**config.mk**
```make
export PLATFORM = sky130hd
export DESIGN_NAME = module_frame_encoder_top
export DESIGN_NICKNAME = d
export VERILOG_FILES = /design/src/hdl/mfe_pkg.sv /design/src/hdl/mfe_expand.sv /design/src/hdl/module_frame_encoder_top.sv
export VERILOG_INCLUDE_DIRS = /design/src /design/src/hdl
export SDC_FILE = /design/constraint.sdc
export NUM_CORES = 1
export LEC_CHECK = 0
export BUFFER_PORTS_ARGS = -buffer_cell sky130_fd_sc_hd__buf_4
export CAP_MARGIN = 40
export CORE_MARGIN = 10
export CORE_UTILIZATION = 45
export DETAILED_ROUTE_END_ITERATION = 12
export SLEW_MARGIN = 10
export SYNTH_ARGS = -nofsm -noshare
export SYNTH_HDL_FRONTEND = slang
export SYNTH_SLANG_ARGS = --single-unit
```
**constraint.sdc**
```tcl
create_clock -name clk -period 12.6 [get_ports clk]
set_clock_uncertainty 0.2 [all_clocks]
set_input_delay 1.26 -clock clk [delete_from_list [all_inputs] [get_ports clk]]
set_output_delay 1.26 -clock clk [all_outputs]
set_load 0.02 [all_outputs]
```
**src/hdl/module_frame_encoder_top_defines.svh**
```systemverilog
// Assertion macros shared by the frame encoder RTL.
// Depends on nothing; included by files that carry assertions.
`ifndef MODULE_FRAME_ENCODER_TOP_DEFINES_SVH
`define MODULE_FRAME_ENCODER_TOP_DEFINES_SVH

// Checked while out of reset.
`define MFE_ASSERT(label, prop, msg) \
  label: assert property (@(posedge clk) disable iff (rst) prop) else $error(msg);

// Checked at every edge, reset included.
`define MFE_ASSERT_ALWAYS(label, prop, msg) \
  label: assert property (@(posedge clk) prop) else $error(msg);

`endif

```
**src/hdl/mfe_pkg.sv**
```systemverilog
// Types and byte codes for the frame encoder.
// No dependencies; imported by mfe_expand, module_frame_encoder_top and tb_top.
package mfe_pkg;

  localparam logic [7:0] STX     = 8'h02;
  localparam logic [7:0] ETX     = 8'h03;
  localparam logic [7:0] DLE     = 8'h10;
  localparam logic [7:0] ESC_BIT = 8'h80;
  localparam logic [7:0] HDR_TAG = 8'h04;

  localparam int unsigned RUN_MAX = 8;

  typedef struct packed {
    logic [4:0] module_id;
    logic [4:0] payload_len;
    logic [7:0] data_byte;
    logic       last_byte;
  } cmd_word_t;

  typedef struct packed {
    logic [7:0] out_byte;
    logic       run_last;
    logic       frame_end;
  } frm_word_t;

  // Expanded bytes caused by one command word.
  typedef struct packed {
    logic [RUN_MAX-1:0][7:0] bytes;
    logic [3:0]              cnt;
    logic                    ends_frame;
  } run_t;

  function automatic logic needs_esc(input logic [7:0] b);
    return (b == STX) || (b == ETX) || (b == DLE);
  endfunction

endpackage

```
**src/hdl/mfe_expand.sv**
```systemverilog
// Expands one command word into its run of framed, stuffed bytes.
// Depends on mfe_pkg. Purely combinational; used by module_frame_encoder_top.
module mfe_expand (
  input  mfe_pkg::cmd_word_t word,
  input  logic               in_frame,
  input  logic [15:0]        check_sum,
  output mfe_pkg::run_t      run,
  output logic [15:0]        sum_next
);
  import mfe_pkg::*;

  logic [15:0] seed;
  logic [15:0] folded;
  logic [7:0]  cks;
  logic [3:0]  pos;
  logic [3:0]  pos1;

  always_comb begin
    run    = '0;
    pos    = 4'd0;
    pos1   = 4'd0;
    seed   = in_frame ? check_sum : {11'd0, word.module_id};
    sum_next = seed + {8'd0, word.data_byte};
    folded = sum_next + {8'd0, sum_next[15:8]};
    cks    = folded[7:0];

    if (!in_frame) begin
      run.bytes[0] = STX;
      run.bytes[1] = HDR_TAG | {6'd0, word.module_id[4:3]};
      run.bytes[2] = {word.module_id[2:0], 5'd0} + {3'd0, word.payload_len};
      pos = 4'd3;
    end

    pos1 = pos + 4'd1;
    if (needs_esc(word.data_byte)) begin
      run.bytes[pos[2:0]]  = DLE;
      run.bytes[pos1[2:0]] = word.data_byte | ESC_BIT;
      pos = pos + 4'd2;
    end else begin
      run.bytes[pos[2:0]] = word.data_byte;
      pos = pos1;
    end

    if (word.last_byte) begin
      pos1 = pos + 4'd1;
      if (needs_esc(cks)) begin
        run.bytes[pos[2:0]]  = DLE;
        run.bytes[pos1[2:0]] = cks | ESC_BIT;
        pos = pos + 4'd2;
      end else begin
        run.bytes[pos[2:0]] = cks;
        pos = pos1;
      end
      run.bytes[pos[2:0]] = ETX;
      pos = pos + 4'd1;
      run.ends_frame = 1'b1;
    end

    run.cnt = pos;
  end

endmodule

```
**src/hdl/module_frame_encoder_top.sv**
```systemverilog
// Top level of the DLE byte-stuffing frame encoder with additive checksum.
// Depends on mfe_pkg, mfe_expand and module_frame_encoder_top_defines.svh.
//
//  channel  dir  payload     word
//  cmd      in   cmd_word_t  one raw payload byte with id, length, last flag
//  frm      out  frm_word_t  one byte of the framed serial stream
//
// A command word is expanded into a run buffer of 1 to 8 bytes,
// which drains at one frm word per cycle while frm_ready is high, set by the
// run buffer's single output port.
// A new cmd word is taken in the cycle the last byte of the run leaves.
// Synchronous active-high reset empties the buffer and clears frame state.
// frm stalls hold the run; cmd waits until the buffer frees.
`include "module_frame_encoder_top_defines.svh"

module module_frame_encoder_top (
  input  logic               clk,
  input  logic               rst,
  input  logic               cmd_valid,
  output logic               cmd_ready,
  input  mfe_pkg::cmd_word_t cmd,
  output logic               frm_valid,
  input  logic               frm_ready,
  output mfe_pkg::frm_word_t frm
);
  import mfe_pkg::*;

  logic        in_frame;
  logic [15:0] check_sum;
  logic [15:0] sum_next;
  run_t        run_next;
  run_t        run;
  logic        run_valid;
  logic [2:0]  idx;
  logic        final_byte;
  logic        cmd_take;
  logic        frm_take;

  mfe_expand u_expand (
    .word      (cmd),
    .in_frame  (in_frame),
    .check_sum (check_sum),
    .run       (run_next),
    .sum_next  (sum_next)
  );

  assign final_byte = ({1'b0, idx} == (run.cnt - 4'd1));
  assign frm_take   = frm_valid && frm_ready;
  assign cmd_ready  = !run_valid || (frm_ready && final_byte);
  assign cmd_take   = cmd_valid && cmd_ready;

  assign frm_valid     = run_valid;
  assign frm.out_byte  = run.bytes[idx];
  assign frm.run_last  = final_byte;
  assign frm.frame_end = run.ends_frame && final_byte;

  always_ff @(posedge clk) begin
    if (rst) begin
      run_valid <= 1'b0;
      idx       <= 3'd0;
      in_frame  <= 1'b0;
      check_sum <= 16'd0;
    end else begin
      if (cmd_take) begin
        run_valid <= 1'b1;
        idx       <= 3'd0;
        if (cmd.last_byte) begin
          in_frame  <= 1'b0;
          check_sum <= 16'd0;
        end else begin
          in_frame  <= 1'b1;
          check_sum <= sum_next;
        end
      end else if (frm_take) begin
        if (final_byte) begin
          run_valid <= 1'b0;
          idx       <= 3'd0;
        end else begin
          idx <= idx + 3'd1;
        end
      end
    end
  end

  always_ff @(posedge clk) begin
    if (cmd_take) begin
      run <= run_next;
    end
  end

  `MFE_ASSERT(a_run_holds, run_valid && !final_byte |=> run_valid, "run lost before its last byte")
  `MFE_ASSERT(a_etx_ends_run, frm_valid && frm.frame_end |-> frm.run_last && frm.out_byte == ETX, "frame end not on closing ETX")
  `MFE_ASSERT(a_last_closes, cmd_take && cmd.last_byte |=> !in_frame && check_sum == 16'd0, "frame state not cleared after last byte")
  `MFE_ASSERT(a_cnt_range, run_valid |-> run.cnt != 4'd0 && run.cnt <= 4'd8, "run length out of range")
  `MFE_ASSERT_ALWAYS(a_reset_empty, rst |=> !run_valid && !in_frame, "reset left state behind")

endmodule

```
After elaboration in Yosys (flattened, before gate mapping)
Cells that the tools add are included.
{"block": "totals", "regBits": 90, "input_bits": 23, "output_inout_bits": 12, "elab_cells": 104}
{"block": "classes", "n_bitwise": 9, "eq_ne": 7, "n_lt_le_gt_ge": 11, "n_addsub": 10, "muxes": 34, "reduce_logical": 19}
{"cell": "$bwmux 64", "n": 4}
{"cell": "$mux 64", "n": 4}
{"cell": "$demux 8 s3", "n": 5}
{"cell": "$not 56->56", "n": 2}
{"cell": "$and 21x56->56", "n": 1}
{"cell": "$and 56x56->56", "n": 1}
{"cell": "$and 48x48->48", "n": 1}
{"cell": "$mux 8", "n": 6}
{"cell": "$not 48->48", "n": 1}
{"cell": "$eq 8x2->1 const B", "n": 4}
{"cell": "$mux 16", "n": 2}
{"cell": "$bmux 8 s3", "n": 1}
{"cell": "$mux 24", "n": 1}
{"cell": "$lt 3x4->1 const B", "n": 5}
{"cell": "$add 16x8->16", "n": 1}
{"cell": "$eq 8x5->1 const B", "n": 2}
{"cell": "$mux 4", "n": 4}
{"cell": "$or 16x16->16", "n": 1}
{"cell": "$ge 3x1->1 const B", "n": 4}
{"cell": "$logic_and 1x1->1", "n": 9}
{"cell": "$add 4x1->4 const B", "n": 2}
{"cell": "$add 8x5->8", "n": 1}
{"cell": "$add 8x8->8", "n": 1}
{"cell": "$or 3x8->8", "n": 1}
{"cell": "other kinds (17)", "n": 26}

Logic depth before layout (Yosys ltp)
Gate-level depths: netlist of run 1.
{"block": "logic_depth", "word_depth": 15, "mapped_depth": 28, "ltp_nobuf": 23}

Hierarchy
A second synthesis of run 1 with hierarchy kept.
{"block": "hier_totals", "cells_unflattened": 660, "hier_area_um2": 6536.3}
{"mod": "module_frame_encoder_top", "seq_area_each_um2": 2492.4, "instances": 1, "area_per_inst_um2": 3673.5, "cells_per_inst": 211}
{"mod": "mfe_expand", "seq_area_each_um2": 0.0, "instances": 1, "area_per_inst_um2": 2862.7, "cells_per_inst": 449}

Worst setup path after synthesis of run 1
OpenSTA, ideal clock, no wires.
{"block": "synth_timing", "path_type": "in2reg", "startpoint": "input port cmd[14] (netlist bit)", "endpoint": "register run[35] (netlist bit), data pin", "n_path_buf": 1, "t_required_ns": 12.143, "arrival_time_ns": 5.681, "path_stages": 22, "setup_ns": 0.257, "slack_ns": 6.462, "path_cell_list": "nand2_1 nand2_1 ha_1 fa_1 a21o_1 a21oi_1 nor2b_1 o21a_1 o21ai_0 xor2_1 ha_1 fa_1 a211oi_2 nor2_1 a311oi_4 nand4b_4 nor2b_2 mux2_4 buf_4 mux2i_1 nor2_4 a32o_1"}
{"item": "start, declared", "line_no": "module_frame_encoder_top.sv:21", "source": "input mfe_pkg::cmd_word_t cmd,"}
{"item": "end signal, assigned", "line_no": "module_frame_encoder_top.sv:87", "source": "run <= run_next;"}
{"item": "end, declared", "line_no": "module_frame_encoder_top.sv:32", "source": "run_t run;"}

==> results.md, run 1 <==
| Quantity | Value | Unit |
| --- | --- | --- |
| Proportion of layout cells with a drive suffix above 1 | 17.4 | % |
| NumNets Final | 664 | - |
| Critical path type | flip-flop to flip-flop | - |
| Number of buffers inserted by port buffering | 34 | - |
| Number of warnings printed during yosys synthesis | 0 | - |
| Highest-utilization routing layer at the global route stage | met2 | - |
| Cell with the most instances after synthesis | sky130_fd_sc_hd__edfxtp_1 | - |
| Clk sinks | 90 | - |
| Number of library cell types mapped by synthesis | 78 | - |
| Most used standard cells in the synthesized netlist | 69 x sky130_fd_sc_hd__edfxtp_1, 68 x sky130_fd_sc_hd__nor2_1, 54 x sky130_fd_sc_hd__nand2_1, 32 x sky130_fd_sc_hd__a21oi_1, 25 x sky130_fd_sc_hd__ha_1 | - |
| Worst-path cell with the longest stage delay | sky130_fd_sc_hd__a311oi_4 | - |
| Fraction of synthesized cell area taken by the top area cell type | 34.3 | % |
| Height of the die | 136 | um |
| Antenna violations before repair | 0 | - |
| Synth area leader | sky130_fd_sc_hd__edfxtp_1 | - |
| Per-cell via count in the routed design | 6.18 | - |
| Fill cell count | 1186 | - |
| Root buffer cell | sky130_fd_sc_hd__clkbuf_16 | - |
| Post-route clock period utilization | 55.2 | % |
| Width of the die | 136 | um |
| Sum of routed wire length over all layers | 17200 | um |
| Switching part of the total power | 30.4 | % |
| CTS max path bufs | 2 | - |
| Proportion of synthesized flip-flops having asynchronous set or reset | 0 | % |
| Clock buffer count from CTS | 9 | - |
| Leading post-synthesis cells by cell area | sky130_fd_sc_hd__edfxtp_1 34%, sky130_fd_sc_hd__dfxtp_1 7.0%, sky130_fd_sc_hd__mux4_2 6.0% | - |
| Post-route cell area | 0.00675 | sq mm |
| Internal reg-to-reg setup slack | 5.65 | ns |
| Syn_area_per_cell | 10.1 | sq um |
| Worst hold path stage count | 1 | - |
| Crit. End Element | flip-flop | - |
| Largest fanout on the critical path | 46 | - |
| Initial cell density of the core | 45.8 | % |
| Final Hold Vio Count | 0 | - |
| Number of DRC violations after detailed-routing iteration 0 | 514 | - |
| Growth of design area from synthesis to finish | 11.9 | % |
| Diode count | 0 | - |
| CTS H-tree depth | 3 | - |
| Endpoint with the worst hold slack | check_sum[6] | - |
| Total DRC errors in the routed layout | 0 | - |
| Internal power consumption | 0.000568 | W |
| Final GP Congestion | 0.919 | - |
| Startpoint of the worst-slack reg-to-reg timing path | in_frame | - |
| Worst hold start | check_sum[6] | - |
| Placed cell count | 779 | - |
| GRT Residual Overflow | 0 | - |
| Worst path cell trace | buf_4, inv_1, buf_4, nand2_1, nand2_1, ha_1, fa_1, a21o_1, a21oi_1, nor2b_1, o21a_1, o21ai_0, xor2_1, ha_1, fa_1, a211oi_2, nor2_1, a311oi_4, nand4b_4, nor2b_2, mux2_4, mux2i_1, nor2_4, a32o_1 | - |
| Later-pin clock latency in the skew report | 0.35 | ns |
| Instance count of the mapped netlist | 595 | - |
| Path category of the worst min-delay check | flip-flop to flip-flop | - |
| Setup Slack @ Placement | 5.54 | ns |
| Top flip-flop cell by instance count after synthesis | sky130_fd_sc_hd__edfxtp_1 | - |
| Type of origin of the critical path | flip-flop | - |
| Combinational Power Share | 22.1 | % |
| Max IR drop VDD | 0.0625 | mV |
| Pin count of the biggest net entering global routing | 71 | - |
| Post-CTS Resized | 0 | - |
| Overall global routing resource usage | 18.7 | % |
| Met1 track demand over resource | 24.9 | % |
| Global-route track usage on met2 | 29.6 | % |
| First-pass GRT wire length | 26500 | um |
| Synth Net Count | 645 | - |
| Count of state elements after synthesis | 90 | - |
| Max stage delay on crit path | 0.57 | ns |
| Site Rows | 42 | - |
| Number of global-route vias before repair | 4692 | - |
| Met3 layer usage reported by global route | 3.75 | % |
| Timing-limited maximum frequency | 144 | MHz |
| Max-slew violation total from the final report | 0 | - |
| Arrival @ worst endpoint | 6.85 | ns |
| Total I/O pin count | 35 | - |
| Flop pwr share | 42.5 | % |
| Total Die Area | 0.0184 | sq mm |
| Cell Count, Final, Fillers Out | 795 | - |
| Total standard cell area after synthesis | 0.00603 | sq mm |
| Number of vias after detailed routing | 4912 | - |
| Max-slew headroom | 43.7 | % |
| Clock transition time at the flip-flop clock pins of the worst setup and hold paths | 0.07 | ns |
| Depth of the worst register-to-register path | 24 | - |
| Placed standard-cell area | 0.00643 | sq mm |
| Final worst-path setup slack | 5.65 | ns |
| Number of antenna-violating nets in the routed design | 0 | - |
| Post-synthesis sequential area ratio | 41.3 | % |
| Post-route setup TNS | 0 | ns |
| Clock tree from TritonCTS | built | - |
| Result of the run | finished, final reports clean | - |
| DR pass1 iterations | 5 | - |
| Critical Path RT | 12.50 | ns |
| Setup Viol. Count Final | 0 | - |
| Half-perimeter wire length after placement | 12500 | um |
| Net switching power figure | 0.000248 | W |
| Part of the total power dissipated in the clock network | 35.4 | % |
| Power Density | 121 | mW/mm^2 |
| Number of flops mapped to enable cells by yosys | 69 | - |
| Final worst path period need | 6.95 | ns |
| Placeable core region | 0.0132 | sq mm |
| Post-CTS Setup Bufs | 0 | - |
| Max-cap violations | 0 | - |
| Leakage component of the power | 2.57 | nW |
| Critical register-to-register path endpoint | run[35] | - |
| Unrepaired setup endpoints after global routing | no | - |
| Quantity of hold-fixing buffers added after cts | 0 | - |
| Drt wl/cell | 21.6 | um |
| Transition at the pin with the smallest max-transition slack | 0.845 | ns |
metal layers:
| metal | wire [um] | part of all wire, % |
|---|---|---|
| met1 | 7600 | 44 |
| met3 | 1240 | 7.2 |
| met4 | 333 | 1.9 |
| met2 | 8040 | 47 |
| met5 | 0 | 0 |
cells by family after synthesis:
kind of cell,share of synthesized area [%]
flip-flops,41.3
buffers and inverters,4.08
multiplexers,10.6
adder cells (fa/ha/maj),5.85
XOR/XNOR,3.61
AND/OR/NAND/NOR,16.3
AO/OA/AOI/OAI,18.2
stage by stage:
step                power (W)  util, %  hold WS, ns
floorplan            0.000476        -        0.234
CTS                  0.000818     51.2        0.273
finish               0.000816     51.2        0.276
global placement     0.000527     48.7        0.256
detailed placement   0.000531     48.7        0.254
global route         0.000847     51.2        0.286
layout by cell type, fill, tap and decap left out, drive strengths merged, types with 3 or more instances in the layout:
cell type	netlist	layout
mux2	14	14
a31oi	4	4
o21ai	28	28
o221ai	4	4
nand2	54	54
ha	25	25
nand3	17	17
and3	6	6
buf	15	43
a41oi	3	3
and2	10	10
a22oi	5	5
mux2i	12	12
a211oi	4	4
a22o	22	22
or3	9	9
a211o	3	3
o31ai	3	3
xor2	9	9
a21o	4	4
nor3b	7	7
clkbuf	20	9
o22ai	7	7
mux4	16	16
nor2	70	70
a2bb2oi	3	3
edfxtp	69	69
o22a	3	3
xnor2	15	15
inv	22	25
nor2b	8	8
a21oi	32	32
dfxtp	21	21
a311oi	5	5
clkinv	1	4
or2	3	3
nor3	9	9
sequential cells by signal, summed over array words and instances (netlist names):
register   count
run           69
idx            3
in_frame       1
check_sum     16
frm_valid      1
how the worst max path moves through the flow:
stage	start	endpoint	slack, ns	depth (start not counted)
2_1_floorplan	cmd[14]	run[35]	6.46	22
3_3_place_gp	cmd[14]	run[26]	5.67	22
3_5_place_dp	cmd[14]	run[35]	5.54	22
4_1_cts	in_frame	run[35]	5.76	24
5_1_grt	in_frame	run[35]	5.24	24
6_report	in_frame	run[35]	5.65	24
critical path: cells and delay by family (launching register included):
kind | cells | cell delay, ns
simple gates | 7 | 1.03
mux | 2 | 0.90
flops | 1 | 0.31
compound gates | 7 | 2.07
xor+xnor | 1 | 0.13
fa+ha+maj | 4 | 1.26
buf+inv | 3 | 0.77
power groups by stage:
| stage | combinational [W] | sequential, W | clock, W |
|---|---|---|---|
| 5_1_grt | 0.000195 | 0.000348 | 0.000304 |
| 3_5_place_dp | 0.000177 | 0.000354 | 0 |
| 3_3_place_gp | 0.000174 | 0.000353 | 0 |
| 6_report | 0.000180 | 0.000347 | 0.000289 |
| 2_1_floorplan | 0.000124 | 0.000352 | 0 |
| 4_1_cts | 0.000178 | 0.000347 | 0.000293 |
cell type report:
type	count	area, sq um	share of cell area (%)
timing repair buffer	43	327	4.84
clock inverter	7	97.6	1.45
tap	176	220	3.26
clock buffer	9	225	3.34
sequential	90	2490	36.9
multi-input combinational	447	3300	48.9
inverter	23	86.3	1.28
No activity file was read; power rests on OpenSTA's default activity.
==> run 2, diff against run 1 <==
==> constraint.sdc (replaced) <==
create_clock -name clk -period 7.1 [get_ports clk]
set_clock_uncertainty 0.2 [all_clocks]
set_input_delay 0.71 -clock clk [delete_from_list [all_inputs] [get_ports clk]]
set_output_delay 0.71 -clock clk [all_outputs]
set_load 0.02 [all_outputs]
==> results.md, run 2 (synthesis gave the netlist of run 1 again) <==
| Quantity | Value | Unit |
| --- | --- | --- |
| Cell Count, Final, Fillers Out | 800 | - |
| Critical register-to-register path endpoint | run[35] | - |
| Placeable core region | 0.0132 | sq mm |
| CTS H-tree depth | 3 | - |
| Number of global-route vias before repair | 4858 | - |
| Max-cap violations | 0 | - |
| Largest register FFs | 69 | - |
| Worst hold start | check_sum[15] | - |
| Diode count | 0 | - |
| Total DRC errors in the routed layout | 0 | - |
| Number of DRC violations after detailed-routing iteration 0 | 596 | - |
| Later-pin clock latency in the skew report | 0.35 | ns |
| Half-perimeter wire length after placement | 12700 | um |
| Proportion of layout cells with a drive suffix above 1 | 18.1 | % |
| Post-route setup TNS | 0 | ns |
| Total I/O pin count | 35 | - |
| Leakage component of the power | 2.59 | nW |
| Net switching power figure | 0.000439 | W |
| Type of origin of the critical path | flip-flop | - |
| Startpoint of the worst-slack reg-to-reg timing path | in_frame | - |
| Setup Viol. Count Final | 0 | - |
| Flop pwr share | 42.6 | % |
| Largest fanout on the critical path | 21 | - |
| Arrival @ worst endpoint | 6.20 | ns |
| Antenna violations before repair | 0 | - |
| Final worst path period need | 6.29 | ns |
| DR pass1 iterations | 5 | - |
| Total Die Area | 0.0184 | sq mm |
| Worst hold path stage count | 1 | - |
| Max IR drop VDD | 0.102 | mV |
| Overall global routing resource usage | 19.0 | % |
| Clock transition time at the flip-flop clock pins of the worst setup and hold paths | 0.07 | ns |
| GRT Residual Overflow | 0 | - |
| Clock buffer count from CTS | 9 | - |
| CTS max path bufs | 2 | - |
| Post-Route Utilization | 51.4 | % |
| Switching part of the total power | 30.3 | % |
| Quantity of hold-fixing buffers added after cts | 0 | - |
| Number of buffers inserted by port buffering | 34 | - |
| Clk sinks | 90 | - |
| Max-slew headroom | 41.9 | % |
| Drt wl/cell | 21.6 | um |
| Transition at the pin with the smallest max-transition slack | 0.872 | ns |
| Number of vias after detailed routing | 4877 | - |
| Post-route cell area | 0.00678 | sq mm |
| Placed cell count | 784 | - |
| Biggest register | run | - |
| Most frequent standard cell in the layout excluding fill and tap cells | sky130_fd_sc_hd__edfxtp_1 | - |
| Registers with the most flip-flops | run: 69 flops, check_sum: 16 flops, idx: 3 flops | - |
| Max-slew violation total from the final report | 0 | - |
| Critical Path RT | 7.01 | ns |
| Sum of routed wire length over all layers | 17300 | um |
| Power Density | 214 | mW/mm^2 |
| Total design power | 0.00145 | W |
| NumNets Final | 669 | - |
| Internal power consumption | 0.00101 | W |
| Endpoint with the worst hold slack | check_sum[15] | - |
| First-pass GRT wire length | 27300 | um |
| Height of the die | 136 | um |
| Number of antenna-violating nets in the routed design | 0 | - |
| Post-route clock period utilization | 88.6 | % |
| Post-CTS Setup Bufs | 0 | - |
| Depth of the worst register-to-register path | 23 | - |
| Part of the total power dissipated in the clock network | 35.0 | % |
| Final GP Congestion | 0.916 | - |
| Post-CTS Resized | 0 | - |
| Per-cell via count in the routed design | 6.10 | - |
| Placed standard-cell area | 0.00647 | sq mm |
| Root buffer cell | sky130_fd_sc_hd__clkbuf_16 | - |
| Combinational Power Share | 22.5 | % |
| Unrepaired setup endpoints after global routing | no | - |
| Pin count of the biggest net entering global routing | 71 | - |
| Most frequent cells in the layout | 69 x sky130_fd_sc_hd__edfxtp_1, 68 x sky130_fd_sc_hd__nor2_1, 54 x sky130_fd_sc_hd__nand2_1 | - |
| Clock tree from TritonCTS | built | - |
| Site Rows | 42 | - |
| Final Hold Vio Count | 0 | - |
| Crit. End Element | flip-flop | - |
| Path category of the worst min-delay check | flip-flop to flip-flop | - |
| Initial cell density of the core | 45.8 | % |
| Width of the die | 136 | um |
| Result of the run | finished, final reports clean | - |
| Timing-limited maximum frequency | 159 | MHz |
| Internal reg-to-reg setup slack | 0.81 | ns |
| Critical path type | flip-flop to flip-flop | - |
| Growth of design area from synthesis to finish | 12.3 | % |
-- run 2: power groups by stage --
stage | Combinational, W | Clock [W] | Sequential (W)
3_5_place_dp | 0.000320 | 0 | 0.000628
3_3_place_gp | 0.000315 | 0 | 0.000627
5_1_grt | 0.000353 | 0.000536 | 0.000619
6_report | 0.000325 | 0.000506 | 0.000616
4_1_cts | 0.000322 | 0.000509 | 0.000616
2_1_floorplan | 0.000220 | 0 | 0.000624
-- run 2: worst max-delay path: stages, from the launching register on --
cell                       delay [ns]
sky130_fd_sc_hd__dfxtp_1         0.33
sky130_fd_sc_hd__buf_4           0.23
sky130_fd_sc_hd__inv_1           0.13
sky130_fd_sc_hd__nand2_1         0.11
sky130_fd_sc_hd__nand2_1         0.06
sky130_fd_sc_hd__ha_1            0.21
sky130_fd_sc_hd__fa_1            0.41
sky130_fd_sc_hd__a21o_1          0.18
sky130_fd_sc_hd__a21oi_1         0.21
sky130_fd_sc_hd__nor2b_1         0.07
sky130_fd_sc_hd__o21a_1          0.19
sky130_fd_sc_hd__o21ai_0         0.21
sky130_fd_sc_hd__xor2_1          0.22
sky130_fd_sc_hd__ha_1            0.23
sky130_fd_sc_hd__fa_1            0.63
sky130_fd_sc_hd__or3_1           0.44
sky130_fd_sc_hd__a211o_1         0.27
sky130_fd_sc_hd__nand2_1         0.10
sky130_fd_sc_hd__nand4b_4        0.16
sky130_fd_sc_hd__nor2_2          0.17
sky130_fd_sc_hd__mux2_4          0.34
sky130_fd_sc_hd__mux2i_1         0.50
sky130_fd_sc_hd__nor2_4          0.12
sky130_fd_sc_hd__a32o_1          0.30
-- run 2: worst max path at each step --
stage	slack, ns	startpoint	cells after the start	endpoint
after floorplan	1.09	in_frame	23	run[35]
after global placement	0.74	cmd[14]	23	run[58]
after detailed placement	0.72	cmd[14]	22	run[35]
after CTS	0.83	in_frame	23	run[35]
after global routing	0.39	in_frame	23	run[35]
final	0.81	in_frame	23	run[35]
-- run 2: cell type report --
class,instances,area (sq um)
Timing Repair Buffer,48,364
Multi-Input combinational cell,447,3300
Clock inverter,7,83.8
Sequential cell,90,2490
Clock buffer,9,225
Tap cell,176,220
Fill cell,1206,6410
Inverter,23,86.3
-- run 2: metal layers --
layer  part of all wire (%)  track usage (%)  wire (um)  vias to the layer above
li1                       -                -          -                     2283
met1                     44             25.3       7660                     2355
met2                     47             30.1       8080                      206
met3                    6.2             3.34       1080                       33
met5                      0                0          0                        -
met4                    2.8             7.30        481                        0
-- run 2: per-stage QoR --
step	hold slack (ns)	setup WS [ns]
after floorplan	0.234	1.09
after global placement	0.253	0.736
after detailed placement	0.255	0.717
after CTS	0.275	0.832
after global routing	0.292	0.391
final	0.274	0.809
